`config.mk`:
```
export PLATFORM = sky130hd
export DESIGN_NAME = step_dir_pulse_gen_limit_interlock
export DESIGN_NICKNAME = d
export VERILOG_FILES = /design/src/hdl/sdpg_pkg.sv /design/src/hdl/sdpg_core.sv /design/src/hdl/step_dir_pulse_gen_limit_interlock.sv
export SDC_FILE = /design/constraint.sdc
export NUM_CORES = 1
export LEC_CHECK = 0
export ABC_AREA = 1
export BUFFER_PORTS_ARGS = -buffer_cell sky130_fd_sc_hd__buf_2
export CORE_MARGIN = 2
export CORE_UTILIZATION = 59
export DETAILED_ROUTE_END_ITERATION = 16
export GPL_TIMING_DRIVEN = 1
export PLACE_DENSITY = 0.81
export SLEW_MARGIN = 20
export SYNTH_ARGS = -nofsm -noshare
export SYNTH_HDL_FRONTEND = slang
export SYNTH_SLANG_ARGS = --single-unit
```
`constraint.sdc`:
```
create_clock -name i_clk -period 5.2 [get_ports i_clk]
set_input_delay 0.26 -clock i_clk [delete_from_list [all_inputs] [get_ports i_clk]]
set_output_delay 0.26 -clock i_clk [all_outputs]
set_load 0.005 [all_outputs]
```
`src/hdl/sdpg_pkg.sv`:
```
package sdpg_pkg;

    // sizing of the step counter and the phase timer
    localparam int STEP_COUNT_BITS = 32;
    localparam int TIMER_BITS      = 16;
    localparam logic [31:0] TIMER_MASK = 32'hFFFF_FFFF >> (32 - TIMER_BITS);

    // configuration port
    localparam int PADDR_BITS = 3;
    localparam logic REG_SETTLE  = 1'b0;
    localparam logic REG_RELEASE = 1'b1;
    localparam logic [15:0] SETTLE_RESET  = 16'd2000;
    localparam logic [15:0] RELEASE_RESET = 16'd10;

    // request commands
    localparam logic [1:0] CMD_TICK  = 2'd0;
    localparam logic [1:0] CMD_START = 2'd1;
    localparam logic [1:0] CMD_SPEED = 2'd2;
    localparam logic [1:0] CMD_LIMIT = 2'd3;

    // move phases
    localparam logic [2:0] PH_IDLE       = 3'd0;
    localparam logic [2:0] PH_SETTLE_ON  = 3'd1;
    localparam logic [2:0] PH_RUN_HIGH   = 3'd2;
    localparam logic [2:0] PH_RUN_LOW    = 3'd3;
    localparam logic [2:0] PH_SETTLE_OFF = 3'd4;
    localparam logic [2:0] PH_RELEASE    = 3'd5;

    // limit sides and end codes
    localparam logic [1:0] SIDE_NONE = 2'd0;
    localparam logic [1:0] SIDE_ONE  = 2'd1;
    localparam logic [1:0] SIDE_TWO  = 2'd2;

    typedef struct packed {
        logic [1:0]  cmd;
        logic        move_direction;
        logic [31:0] move_steps;
        logic [7:0]  speed_units;
        logic [1:0]  limit_sensor;
    } t_req;

    typedef struct packed {
        logic        pulse_out;
        logic        dir_out;
        logic        enable_out;
        logic        relay_out;
        logic        busy_res;
        logic        report_valid;
        logic [31:0] report_steps;
        logic [1:0]  report_sensor;
        logic        report_direction;
        logic [1:0]  report_end;
        logic        move_refused;
    } t_res;

    typedef struct packed {
        logic [15:0] settle_delay_ticks;
        logic [15:0] release_delay_ticks;
    } t_cfg;

    // clamp a delay load to the timer range
    function automatic logic [TIMER_BITS-1:0] sat_timer(input logic [31:0] v);
        logic [31:0] c;
        c = (v > TIMER_MASK) ? TIMER_MASK : v;
        return c[TIMER_BITS-1:0];
    endfunction

endpackage

```
`src/hdl/sdpg_core.sv`:
```
module sdpg_core (
    input  logic           i_clk,
    input  logic           i_rst_n,
    input  logic           i_fire,
    input  sdpg_pkg::t_req i_req,
    input  sdpg_pkg::t_cfg i_cfg,
    output sdpg_pkg::t_res o_res
);
    import sdpg_pkg::*;

    logic [2:0]                 r_phase,           n_phase;
    logic [STEP_COUNT_BITS-1:0] r_steps_left,      n_steps_left;
    logic [STEP_COUNT_BITS-1:0] r_steps_requested, n_steps_requested;
    logic [TIMER_BITS-1:0]      r_phase_timer,     n_phase_timer;
    logic [7:0]                 r_current_speed,   n_current_speed;
    logic [7:0]                 r_pulse_half,      n_pulse_half;
    logic                       r_move_dir,        n_move_dir;
    logic [1:0]                 r_limit_side,      n_limit_side;
    logic [1:0]                 r_end_code,        n_end_code;
    logic                       r_aborted,         n_aborted;

    logic                       done;
    logic                       refused;
    logic                       relay_now;
    logic [STEP_COUNT_BITS-1:0] steps_dec;
    logic [STEP_COUNT_BITS-1:0] steps_for_test;
    logic [STEP_COUNT_BITS-1:0] steps_done;

    assign steps_dec = r_steps_left - STEP_COUNT_BITS'(1);
    assign relay_now = (r_phase >= PH_SETTLE_ON) && (r_phase <= PH_SETTLE_OFF);

    // state update for one request
    always_comb begin
        n_phase           = r_phase;
        n_steps_left      = r_steps_left;
        n_steps_requested = r_steps_requested;
        n_phase_timer     = r_phase_timer;
        n_current_speed   = r_current_speed;
        n_pulse_half      = r_pulse_half;
        n_move_dir        = r_move_dir;
        n_limit_side      = r_limit_side;
        n_end_code        = r_end_code;
        n_aborted         = r_aborted;
        done              = 1'b0;
        refused           = 1'b0;
        steps_for_test    = (r_phase == PH_RUN_LOW) ? steps_dec : r_steps_left;

        case (i_req.cmd)
            CMD_TICK: begin
                if (r_phase == PH_IDLE || r_phase > PH_RELEASE) begin
                    n_phase = PH_IDLE;
                end else if (r_phase_timer > TIMER_BITS'(1)) begin
                    n_phase_timer = r_phase_timer - TIMER_BITS'(1);
                end else begin
                    case (r_phase)
                        PH_SETTLE_ON, PH_RUN_LOW: begin
                            n_steps_left = steps_for_test;
                            // next pulse or wind down
                            if (steps_for_test != '0 && !r_aborted &&
                                r_current_speed != 8'd0) begin
                                n_pulse_half  = r_current_speed;
                                n_phase_timer = sat_timer(32'(r_current_speed));
                                n_phase       = PH_RUN_HIGH;
                            end else begin
                                n_phase_timer = sat_timer(32'(i_cfg.settle_delay_ticks));
                                n_phase       = PH_SETTLE_OFF;
                            end
                        end
                        PH_RUN_HIGH: begin
                            n_phase_timer = sat_timer(32'(r_pulse_half));
                            n_phase       = PH_RUN_LOW;
                        end
                        PH_SETTLE_OFF: begin
                            if (!r_aborted) begin
                                n_limit_side = SIDE_NONE;
                            end
                            n_phase_timer = sat_timer(32'(i_cfg.release_delay_ticks));
                            n_phase       = PH_RELEASE;
                        end
                        default: begin
                            n_phase_timer = '0;
                            n_phase       = PH_IDLE;
                            done          = 1'b1;
                        end
                    endcase
                end
            end
            CMD_START: begin
                if (r_phase == PH_IDLE) begin
                    // direction interlock against the remembered side
                    if ((r_limit_side == SIDE_ONE && !i_req.move_direction) ||
                        (r_limit_side == SIDE_TWO && i_req.move_direction)) begin
                        refused = 1'b1;
                    end else begin
                        n_aborted         = 1'b0;
                        n_move_dir        = i_req.move_direction;
                        n_steps_left      = i_req.move_steps[STEP_COUNT_BITS-1:0];
                        n_steps_requested = i_req.move_steps[STEP_COUNT_BITS-1:0];
                        n_current_speed   = i_req.speed_units;
                        n_phase_timer     = sat_timer(32'(i_cfg.settle_delay_ticks));
                        n_phase           = PH_SETTLE_ON;
                    end
                end
            end
            CMD_SPEED: begin
                n_current_speed = i_req.speed_units;
            end
            default: begin
                // limit event acts only while moving with the relay on
                if (relay_now && r_current_speed != 8'd0 &&
                    i_req.limit_sensor != 2'd0) begin
                    n_limit_side = (i_req.limit_sensor == 2'd1) ? SIDE_ONE : SIDE_TWO;
                    n_end_code   = n_limit_side;
                    n_aborted    = 1'b1;
                end
            end
        endcase
    end

    assign steps_done = n_steps_requested - n_steps_left;

    // result from the updated state
    always_comb begin
        o_res              = '0;
        o_res.pulse_out    = (n_phase == PH_RUN_HIGH);
        o_res.dir_out      = n_move_dir;
        o_res.enable_out   = (n_phase != PH_IDLE);
        o_res.relay_out    = (n_phase >= PH_SETTLE_ON) && (n_phase <= PH_SETTLE_OFF);
        o_res.busy_res     = (n_phase != PH_IDLE);
        if (done || refused) begin
            o_res.report_valid     = done;
            o_res.report_steps     = done ? 32'(steps_done) : 32'd0;
            o_res.report_sensor    = n_limit_side;
            o_res.report_direction = n_move_dir;
            o_res.report_end       = n_end_code;
            o_res.move_refused     = refused;
        end
    end

    // state registers
    always_ff @(posedge i_clk) begin
        if (!i_rst_n) begin
            r_phase           <= PH_IDLE;
            r_steps_left      <= '0;
            r_steps_requested <= '0;
            r_phase_timer     <= '0;
            r_current_speed   <= '0;
            r_pulse_half      <= '0;
            r_move_dir        <= 1'b0;
            r_limit_side      <= SIDE_NONE;
            r_end_code        <= SIDE_NONE;
            r_aborted         <= 1'b0;
        end else if (i_fire) begin
            r_phase           <= n_phase;
            r_steps_left      <= n_steps_left;
            r_steps_requested <= n_steps_requested;
            r_phase_timer     <= n_phase_timer;
            r_current_speed   <= n_current_speed;
            r_pulse_half      <= n_pulse_half;
            r_move_dir        <= n_move_dir;
            r_limit_side      <= n_limit_side;
            r_end_code        <= n_end_code;
            r_aborted         <= n_aborted;
        end
    end

endmodule

```
`src/hdl/step_dir_pulse_gen_limit_interlock.sv`:
```
// Step/direction pulse sequencer with limit-switch direction interlock.
// Input channel (i_in_valid / o_in_ready / i_in_data) carries one request per
// item: a 100 us tick, a start move, a speed update or a limit event.
// Output channel (o_out_valid / i_out_ready / o_out_data) returns exactly one
// result per request: pin levels after the update, plus a report when a move
// finishes or a start is refused by the interlock.
// An accepted request is held in the input register, then is applied to the
// sequencer state while its result is written into the result register,
// and the result is valid from then on.
// Throughput: one request per cycle while results are taken; each request
// is one update of the phase, timer and step counters between both registers.
// When the receiver stalls the result register holds, the input register
// fills, and o_in_ready drops until the result is taken.
// Reset (synchronous, active low) empties both registers, returns the
// sequencer to idle with no remembered limit, and sets the settle delay to
// 2000 ticks and the release delay to 10 ticks.
// The APB port writes the two delay registers (0x0 settle, 0x4 release);
// write them only while no move is in progress.
module step_dir_pulse_gen_limit_interlock (
    input  logic                             i_clk,
    input  logic                             i_rst_n,
    input  logic                             i_in_valid,
    output logic                             o_in_ready,
    input  sdpg_pkg::t_req                   i_in_data,
    output logic                             o_out_valid,
    input  logic                             i_out_ready,
    output sdpg_pkg::t_res                   o_out_data,
    input  logic                             psel,
    input  logic                             penable,
    input  logic                             pwrite,
    input  logic [sdpg_pkg::PADDR_BITS-1:0]  paddr,
    input  logic [31:0]                      pwdata,
    output logic [31:0]                      prdata,
    output logic                             pready
);
    import sdpg_pkg::*;

    logic r_in_valid;
    t_req r_in;
    logic r_out_valid;
    t_res r_out;
    t_cfg r_cfg;
    t_res res;
    logic fire;
    logic out_free;
    logic cfg_wr;

    // pipeline handshake
    assign out_free   = !r_out_valid || i_out_ready;
    assign fire       = r_in_valid && out_free;
    assign o_in_ready = !r_in_valid || out_free;

    always_ff @(posedge i_clk) begin
        if (!i_rst_n) begin
            r_in_valid <= 1'b0;
        end else if (o_in_ready) begin
            r_in_valid <= i_in_valid;
        end
    end

    always_ff @(posedge i_clk) begin
        if (o_in_ready && i_in_valid) begin
            r_in <= i_in_data;
        end
    end

    sdpg_core u_core (
        .i_clk   (i_clk),
        .i_rst_n (i_rst_n),
        .i_fire  (fire),
        .i_req   (r_in),
        .i_cfg   (r_cfg),
        .o_res   (res)
    );

    // result register
    always_ff @(posedge i_clk) begin
        if (!i_rst_n) begin
            r_out_valid <= 1'b0;
        end else if (out_free) begin
            r_out_valid <= r_in_valid;
        end
    end

    always_ff @(posedge i_clk) begin
        if (fire) begin
            r_out <= res;
        end
    end

    assign o_out_valid = r_out_valid;
    assign o_out_data  = r_out;

    // configuration registers
    assign cfg_wr = psel && penable && pwrite;

    always_ff @(posedge i_clk) begin
        if (!i_rst_n) begin
            r_cfg.settle_delay_ticks  <= SETTLE_RESET;
            r_cfg.release_delay_ticks <= RELEASE_RESET;
        end else if (cfg_wr) begin
            if (paddr[2] == REG_SETTLE) begin
                r_cfg.settle_delay_ticks <= pwdata[15:0];
            end else begin
                r_cfg.release_delay_ticks <= pwdata[15:0];
            end
        end
    end

    assign prdata = (paddr[2] == REG_RELEASE) ? {16'd0, r_cfg.release_delay_ticks}
                                              : {16'd0, r_cfg.settle_delay_ticks};
    assign pready = 1'b1;

endmodule

```
# Yosys cells after proc, flatten, opt, wreduce, memory -nomap -nowiden
# Index checks and enable logic that the tools add are counted.
dict set report op_classes {
  add_sub_neg 3
  multipliers 0
  div_mod_pow 0
  n_lt_le_gt_ge 6
  eq_ne 13
  shift 0
  n_mux 51
  bitwise 4
  n_reduce_logical 42
}
# cell count
set ops {}
lappend ops {{$mux 32} 9}
lappend ops {{$mux 16} 6}
lappend ops {{$pmux 32 s2} 1}
lappend ops {{$pmux 16 s3} 1}
lappend ops {{$pmux 16 s2} 1}
lappend ops {{$reduce_bool 32->1} 1}
lappend ops {{$sub 32x1->32 const B} 1}
lappend ops {{$sub 32x32->32} 1}
lappend ops {{$gt 16x1->1 const B} 1}
lappend ops {{$mux 2} 8}
lappend ops {{$mux 8} 2}
lappend ops {{$pmux 8 s2} 1}
lappend ops {{$sub 16x1->16 const B} 1}
lappend ops {{$mux 3} 5}
lappend ops {{$mux 1} 13}
lappend ops {{$logic_and 1x1->1} 12}
lappend ops {{$reduce_and 5->1} 2}
lappend ops {{$eq 3x2->1 const B} 3}
lappend ops {{$pmux 3 s3} 1}
lappend ops {{$reduce_bool 2->1} 4}
lappend ops {{$reduce_bool 8->1} 1}
lappend ops {{$eq 2x1->1 const B} 3}
lappend ops {{$ge 3x1->1 const B} 2}
lappend ops {{$le 3x3->1 const B} 2}
lappend ops {{21 further kinds} 37}
dict set report word_totals {
  ff_bits 227
  latch_bits 0
  ram_bits 0
  rom_bits 0
  inputBits 87
  out_inout_bits 79
  word_cells 148
  n_memories 0
}

# Logic depth before layout (Yosys ltp)
# Gate-level depths: netlist (run 1).
dict set report logic_depth {
  ltp_word 12
  mapped_depth 27
  mapped_depth_nobuf 27
}

# Modules after synthesis
# Synthesis (run 1) repeated with hierarchy kept, for this count alone.
dict set report unflattened {
  cells_unflattened 2004
  hier_area_um2 14027.2
}
# module n_inst cells_per_inst area_each_um2 seq_area_each_um2
set modules_own_cells {}
lappend modules_own_cells {sdpg_core 1 1645 9576.7 2102.0}
lappend modules_own_cells {step_dir_pulse_gen_limit_interlock 1 359 4450.5 3353.2}

# Least setup slack after synthesis (run 1)
# No wires, ideal clock.
dict set report synth_timing {
  path_kind {register -> register}
  from {register r_in[44] (netlist name)}
  to {register r_out, in the netlist o_out_data[28], data pin}
  setup_ns 0.253
  t_arrival_ns 4.017
  t_required_ns 4.947
  setup_slack_ns 0.931
  path_stages_with_launch 26
  path_buffers 2
  period_less_slack_ns 4.269
  cell_sequence {edfxtp_1 > inv_1 > ha_1 > clkinv_1 > nor2_1 > clkbuf_1 > clkbuf_1 > nand2_1 > o21ai_0 > inv_1 > ha_1 > fa_1 > inv_1 > nand2_1 > o21ai_1 > a21oi_1 > o21ai_1 > a21boi_0 > o21ai_1 > a21oi_1 > o21ai_0 > nand2_1 > nand2_1 > nand2_1 > nand2_1 > nor2_1}
}
dict set report synth_between {
  elab_chain_cells 4
  word_cells_on_any_way 9
  cone_classes {1 x add/sub; 1 x eq/ne; 4 x mux; 3 x reduce/logical}
}
# item line
set synth_rtl {}
lappend synth_rtl {{start, declared} step_dir_pulse_gen_limit_interlock.sv:39} ;# t_req r_in;
lappend synth_rtl {{start signal, assigned} step_dir_pulse_gen_limit_interlock.sv:63} ;# r_in <= i_in_data;
lappend synth_rtl {{parallel branches: the longest is 4 deep, another holds $sub 32x32->32} -}
lappend synth_rtl {{end signal, assigned} step_dir_pulse_gen_limit_interlock.sv:87} ;# r_out <= res;
lappend synth_rtl {{end, declared} step_dir_pulse_gen_limit_interlock.sv:41} ;# t_res r_out;
# Several ways; the timed one is not identified.
# A chain may end at the register's enable or synchronous reset.

# Worst setup path after layout (run 1)
dict set report layout_timing {
  from {register r_in[44] (netlist name)}
  to {register r_out, in the netlist o_out_data[30], data pin}
}
# The elaborated chain is that of the path after synthesis.

==> flow_metrics.tcl, run 1 <==
set metrics [dict create \
    clock_latency_ns 0.54 \
    p_leak_nw 7.16 \
    slew_headroom_pct 26.8 \
    synthCells 1909 \
    critPathLaunchType "register" \
    place_congestion 0.996 \
    yosysWarnings 0 \
    finalSetupTns_ns 0 \
    tightest_slew_ns 1.10 \
    arrival_ns 5.13 \
    grt_pass1_wl_mm 62.8 \
    vias 13688 \
    nets 2192 \
    drive_above_1_share_pct 11.3 \
    setup_violations 0 \
    hp-class "primary input to register" \
    synth-seq-area-share_pct 39.9 \
    port_buffers 130 \
    whs_ns 0.0322 \
    cellPowerDensity_nw_per_um2 341 \
    ys_async_sr_fraction_pct 0 \
    post_cts_buffers 0 \
    viasPerCell 5.78 \
    critPathTopFamily "compound AO/OA/AOI/OAI gates" \
    ys_ff_latch 227 \
    crit_type "register to register" \
    drv_slew 0 \
    globalRouteTotalUtil_pct 31.7 \
    dieArea_um2 24300 \
    cp_slowest_cell "edfxtp_1" \
    routed_wl_mm 39.0 \
    crit_path_max_incr_delay_ns 0.44 \
    fmax_mhz 206 \
    clk_pin_slew_worst_paths_ns 0.06 \
    crit_chain "inv_1, ha_1, clkinv_1, buf_4, nor2_4, nand2_1, o21ai_0, inv_1, ha_1, fa_1, inv_1, nand2_1, o21ai_1, a21oi_1, o21ai_1, a21boi_0, o21ai_2, a21boi_0, o21ai_1, nand2_1, nand2_1, nand2_1, inv_1, nor2_1" \
    status "finished, final reports clean" \
    worstPathRequired_ns 5.48 \
    multi_input_area_um2 6640 \
    area_growth_pct 16.4 \
    drt-pass1-iter-count 6 \
    rsz0062_at_grt "no" \
    std_cell_rows 55 \
    vdd_ir_drop_max_v 0.000288 \
    core_area_um2 22600 \
    grt-ovfl-total 0 \
    die_y_um 156 \
    grt_max_degree 91 \
    clock_sinks 227 \
    hold_viol 0 \
    antenna_found_initial 0 \
    ant_nets 0 \
    cp_num_buf_inv 6 \
    end_kind "register" \
    seq_area_um2 5430 \
    power_mw 5.39 \
    cts_root_buf "clkbuf_16" \
    dp_cells 2268 \
    synth_cell_types 50 \
    post-dp-hpwl_mm 26.9 \
    wl_per_cell_um 16.4 \
    final_cells 2370 \
    ctsLongestPathBuffers 3 \
    fp.dieW_um 156 \
    antenna_cells 0 \
    tritoncts "yes" \
    initial_core_util_pct 60.0 \
    nFillCells 1898 \
    ys.flop_type "dfxtp_1" \
    synth_edf_count 88 \
    drc 0 \
    ios 166 \
    h-tree-depth 1 \
    avgSynthCellArea_um2 7.12 \
    period_share_pct 93.3 \
    period_minus_slack_ns 4.85 \
    cts-buffers-inserted 26 \
    crit_path_frequent_cell "nand2_1" \
    netlist_area_um2 13600 \
    cp_max_fo 14 \
    dr.first_iter.drc_count 1362 \
    first_global_vias 12730 \
    max_cap_viol_count 0 \
    final.setup_skew_ns 0.0197 \
]
## cell usage after synthesis (2+ instances only)
cell type / instances / area, µm²
o21ai_2: 2 / 17.5
a21boi_0: 5 / 37.5
o22ai_1: 11 / 68.8
a32oi_1: 3 / 26.3
a21oi_1: 252 / 1260
clkinv_1: 4 / 15.0
a221oi_1: 4 / 35.0
o21a_1: 12 / 90.1
buf_4: 19 / 143
nand4_1: 26 / 163
nor3_1: 12 / 60.1
buf_1: 3 / 11.3
o21ai_1: 10 / 50.1
a211oi_1: 2 / 15.0
nor2_1: 138 / 518
nand3_4: 3 / 52.6
or2_2: 4 / 25.0
inv_1: 297 / 1110
a31oi_1: 2 / 12.5
nor4_1: 5 / 31.3
nor2_2: 8 / 50.1
nand3_1: 66 / 330
clkbuf_1: 63 / 236
o221ai_1: 2 / 17.5
o211ai_1: 24 / 180
conb_1: 2 / 7.51
o21ai_0: 260 / 1300
nand3_2: 5 / 50.1
ha_1: 39 / 488
o2111ai_1: 16 / 140
buf_2: 6 / 30.0
xnor2_1: 3 / 26.3
dfxtp_1: 139 / 2780
inv_2: 2 / 7.51
nor3_2: 2 / 20.0
xor2_1: 8 / 70.1
edfxtp_1: 88 / 2640
buf_6: 2 / 22.5
nand2_1: 346 / 1300
nor2_4: 4 / 45.0
## timing repair
item                                    in CTS  in global routing
hold buffers                                53                  0
hold endpoints to repair                    53                  0
endpoints found under the setup margin       0                  9
gates resized for setup                      0                  6
## metrics by stage
stage / util, % / area, µm² / setup WS [ns]
3_5_place_dp: 63.5 / 14400 / 0.386
5_1_grt: 69.8 / 15800 / 0.0148
2_1_floorplan: - / 13600 / 0.931
3_3_place_gp: 63.5 / 14400 / 0.542
6_report: 69.8 / 15800 / 0.347
4_1_cts: 69.7 / 15800 / 0.348
## cells in the final DEF, fill, tap and decap left out, drive strengths merged, types with 12 or more instances in the layout
| cell | count |
|---|---|
| nand2 | 348 |
| inv | 299 |
| o21ai | 272 |
| a21oi | 252 |
| buf | 154 |
| nor2 | 150 |
| dfxtp | 139 |
| edfxtp | 88 |
| nand3 | 74 |
| dlygate4sd3 | 53 |
| ha | 39 |
| clkbuf | 34 |
| nand4 | 26 |
| o211ai | 24 |
| conb | 17 |
| o2111ai | 16 |
| clkinv | 15 |
| nor3 | 14 |
| o21a | 12 |
## final timing paths
kind / start / endpoint / slack (ns) / depth (start not counted)
worst max-delay path: r_in[44] / o_out_data[30] / 0.35 / 24
worst min-delay path: pwdata[5] / r_cfg[5] / 0.03 / 3
worst max register to register: r_in[44] / o_out_data[30] / 0.35 / 24
worst min register to register: u_core.r_pulse_half[3] / u_core.r_pulse_half[3] / 0.45 / 2
## logic make-up (layout without fill, tap and decap cells)
logic type,Yosys count,count (layout),share of synthesized area [%]
buffers and inverters,398,559,11.8
XOR/XNOR,11,11,0.709
AO/OA/AOI/OAI,607,607,24.1
adder cells (fa/ha/maj),40,40,3.74
AND/OR/NAND/NOR,624,624,19.7
flip-flops,227,227,39.9
other,2,17,0.0553
## per-layer routing
layer	vias up	GRT usage [%]	routed length (µm)
met2	558	52.3	17800
li1	6683	-	-
met5	-	0	0
met3	84	4.14	2940
met4	0	9.13	1080
met1	6363	43.9	17200
## worst register-to-register path: stages (launching register included)
cell      delay [ns]
edfxtp_1        0.44
inv_1           0.12
ha_1            0.21
clkinv_1        0.11
buf_4           0.19
nor2_4          0.33
nand2_1         0.14
o21ai_0         0.14
inv_1           0.08
ha_1            0.23
fa_1            0.37
inv_1           0.08
nand2_1         0.06
o21ai_1         0.26
a21oi_1         0.18
o21ai_1         0.28
a21boi_0        0.26
o21ai_2         0.28
a21boi_0        0.21
o21ai_1         0.32
nand2_1         0.09
nand2_1         0.08
nand2_1         0.05
inv_1           0.05
nor2_1          0.04
## registers in the layout, summed over array words and instances (netlist names), 2 cells and up
signal	cells
r_in	45
u_core.r_steps_left	32
u_core.r_phase_timer	16
o_out_data	43
u_core.r_steps_requested	32
u_core.r_end_code	2
u_core.r_phase	3
u_core.r_limit_side	2
u_core.r_pulse_half	8
r_cfg	32
u_core.r_current_speed	8
## power by group
part	internal (mW)	switching [mW]	total [mW]	leakage, nW
Sequential	1.96	0.0668	2.02	2.00
Combinational	0.477	1.01	1.48	4.73
Clock	1.13	0.754	1.88	0.434
## cell type report
class | instances | share of cell area [%]
repair buffers | 207 | 8.63
flip-flops and latches | 227 | 34.3
well taps | 285 | 2.26
clock inverters | 14 | 0.957
inverters | 304 | 7.26
multi-input cells | 1299 | 42.0
clock buffers | 34 | 4.57
No activity file was read; power rests on OpenSTA's default activity.
==> run 2, diff against run 1 <==
- ABC_AREA: 1 -> not set
==> run 2 against run 1 <==
Die area is 5.9% lower. Register-to-register slack worse by 0.34 ns. Critical path depth decreased by 5. First-iteration DRC count is 11% lower. Final area fell by 1.2%. Clock-buffer cell count is 3 lower. Largest power group unchanged.
==> flow_metrics.tcl, run 2 <==
set metrics [dict create \
    cp_max_fo 6 \
    synthTopCellsByArea "dfxtp_1 22%, edfxtp_1 21%, nand2_1 8.3%" \
    period_share_pct 99.9 \
    final_cell_mix "281 x nand2_1, 148 x nor2_1, 139 x dfxtp_1" \
    hp-start "pwdata[5]" \
    combPwrFrac_pct 25.5 \
    slew_headroom_pct 23.0 \
    dieArea_um2 22800 \
    vias 12604 \
    area_growth_pct 22.3 \
    wl_per_cell_um 19.3 \
    pwr-share-clk_pct 34.7 \
    post-synth-top-count-cell "nand2_1" \
    port_buffers 130 \
    std_cell_rows 53 \
    end_kind "register" \
    p_seq_share_pct 39.8 \
    r2r_cells 19 \
    netlist_area_um2 12800 \
    initial_core_util_pct 60.4 \
    die_y_um 151 \
    cts-buffers-inserted 25 \
    worstPathRequired_ns 5.49 \
    p_sw_mw 1.56 \
    ys.flop_type "dfxtp_1" \
    synth_cell_types 81 \
    final_common_cell "nand2_1" \
    globalRouteTotalUtil_pct 32.7 \
    cts_root_buf "clkbuf_16" \
    max_flop_register "r_in" \
    crit_type "register to register" \
    finalSetupTns_ns 0 \
    grt_max_degree 88 \
    antenna_cells 0 \
    ant_nets 0 \
    dp_cells 1893 \
    synth_mux_area_share_pct 3.76 \
    critPathLaunchType "register" \
    yosysTopAreaCell "dfxtp_1" \
    rsz0062_at_grt "yes" \
    final.setup_skew_ns 0.0107 \
    tightest_slew_ns 1.15 \
    yosysTopAreaCellShare_pct 21.8 \
    synth_compound_area_share_pct 20.3 \
    reg2reg_slack_ns 0.006 \
    hold_viol 0 \
    tritoncts "yes" \
    post-dp-hpwl_mm 25.2 \
    max_cap_viol_count 0 \
    dr.first_iter.drc_count 1215 \
    hp-class "primary input to register" \
    timing.rr.end "o_out_data[37]" \
    whs_path_depth 3 \
    p_int_mw 3.46 \
    fmax_mhz 193 \
    antenna_found_initial 0 \
    synthCells 1509 \
    drive_above_1_share_pct 20.0 \
    clk_pin_slew_worst_paths_ns 0.06 \
    ys_ff_latch 227 \
    grt-ovfl-total 0 \
    power_mw 5.02 \
    clock_sinks 227 \
    period_minus_slack_ns 5.19 \
    drc 0 \
    synth_top_family_by_area "simple AND/OR/NAND/NOR gates" \
    ys_async_sr_fraction_pct 0 \
    ios 166 \
    r2r-start "u_core.r_phase_timer[2]" \
    place_congestion 0.921 \
    drt-pass1-iter-count 5 \
    fp.dieW_um 151 \
    first_global_vias 11890 \
    core_area_um2 21200 \
    routed_wl_mm 38.9 \
    nets 1842 \
    arrival_ns 5.48 \
    final_cells 2009 \
    avgSynthCellArea_um2 8.46 \
    synth_edf_count 88 \
    largest_register_ffs 45 \
    synth-xor-area-share_pct 2.54 \
    worst_hold_path.endpoint "r_cfg[21]" \
    synth.top_cells.by_count "281 x nand2_1, 150 x nor2_1, 139 x dfxtp_1, 132 x a21oi_1, 88 x edfxtp_1" \
    status "finished, final reports clean" \
    ctsLongestPathBuffers 3 \
    setup_violations 0 \
    clock_latency_ns 0.54 \
    whs_ns 0.0183 \
    viasPerCell 6.27 \
    synth-simple-area-share_pct 22.1 \
    h-tree-depth 1 \
    drv_slew 0 \
    synth_adder_area_share_pct 3.98 \
    cellPowerDensity_nw_per_um2 322 \
    synth-seq-area-share_pct 42.5 \
    p_leak_nw 6.30 \
    grt_pass1_wl_mm 59.7 \
    swShare_pct 31.0 \
    yosysWarnings 0 \
    vdd_ir_drop_max_v 0.000264 \
]
[run 2: power by group through the flow]
stage | Clock [mW] | Sequential [mW] | Combinational [mW]
CTS | 1.75 | 2.00 | 1.17
global placement | 0 | 2.03 | 1.09
finish | 1.74 | 2.00 | 1.28
floorplan | 0 | 2.01 | 0.789
detailed placement | 0 | 2.03 | 1.12
global route | 1.83 | 2.01 | 1.38
[run 2: kinds of logic after synthesis]
family,count (synthesis)
other,2
xor gates and xnor gates,37
buffers and inverters,142
and+or+nand+nor,622
muxes,45
DFF,227
adders and majority gates,40
AOI/OAI and AO/OA,394
[run 2: critical path: stages (launching register included)]
cell and delay [ns]:
dfxtp_1 0.31, or4_4 0.54, or3_4 0.43, or4_4 0.63
o21ai_2 0.15, o31ai_1 0.08, a222oi_1 0.49, buf_4 0.20
buf_4 0.12, ha_1 0.24, nand2b_1 0.12, a21oi_2 0.10
a21bo_2 0.23, a31o_4 0.25, a211oi_2 0.23, buf_4 0.17
nor4_1 0.06, o31ai_1 0.32, nand3_1 0.11, nor3b_1 0.15
[run 2: layer usage]
| layer | share of wire (%) | up-vias | wire, µm | GRT usage [%] |
|---|---|---|---|---|
| li1 | - | 5830 | - | - |
| met1 | 39 | 5947 | 15000 | 41.0 |
| met2 | 49 | 681 | 18900 | 56.3 |
| met3 | 7.9 | 146 | 3080 | 4.46 |
| met4 | 4.8 | 0 | 1880 | 14.7 |
| met5 | 0 | - | 0 | 0 |
[run 2: layout make-up]
| cell class | instances | area (µm²) |
|---|---|---|
| Inverter | 31 | 119 |
| Fill cell | 1549 | 5530 |
| Tap cell | 275 | 344 |
| Clock inverter | 15 | 113 |
| Timing Repair Buffer | 275 | 1900 |
| Sequential cell | 227 | 5430 |
| Clock buffer | 31 | 688 |
| Multi-Input combinational cell | 1155 | 7040 |
[run 2: how the worst max path moves through the flow]
stage / depth (start not counted) / startpoint / end / slack [ns]
after floorplan: 19 / u_core.r_phase_timer[2] / o_out_data[34] / 0.16
after global placement: 17 / u_core.r_phase_timer[2] / o_out_data[35] / 0.02
after detailed placement: 18 / u_core.r_phase_timer[2] / o_out_data[37] / -0.08
after CTS: 19 / u_core.r_phase_timer[2] / o_out_data[36] / 0.02
after global routing: 19 / u_core.r_phase_timer[2] / o_out_data[37] / -0.20
final: 19 / u_core.r_phase_timer[2] / o_out_data[37] / 0.006
[run 2: timing repair]
action	CTS	global route
gates resized for setup	8	45
endpoints found under the hold margin	76	0
setup buffers	1	8
hold buffers	61	0
pin swaps	1	19
endpoints found under the setup margin	8	11
cloned	0	0
[run 2: per-stage QoR]
| stage | util (%) | instance area [µm²] | worst slack, ns |
|---|---|---|---|
| floorplan | - | 12800 | 0.164 |
| global placement | 65.7 | 13900 | 0.0226 |
| detailed placement | 65.7 | 13900 | -0.0828 |
| CTS | 72.6 | 15400 | 0.0204 |
| global route | 73.8 | 15600 | -0.205 |
| finish | 73.8 | 15600 | 0.00603 |
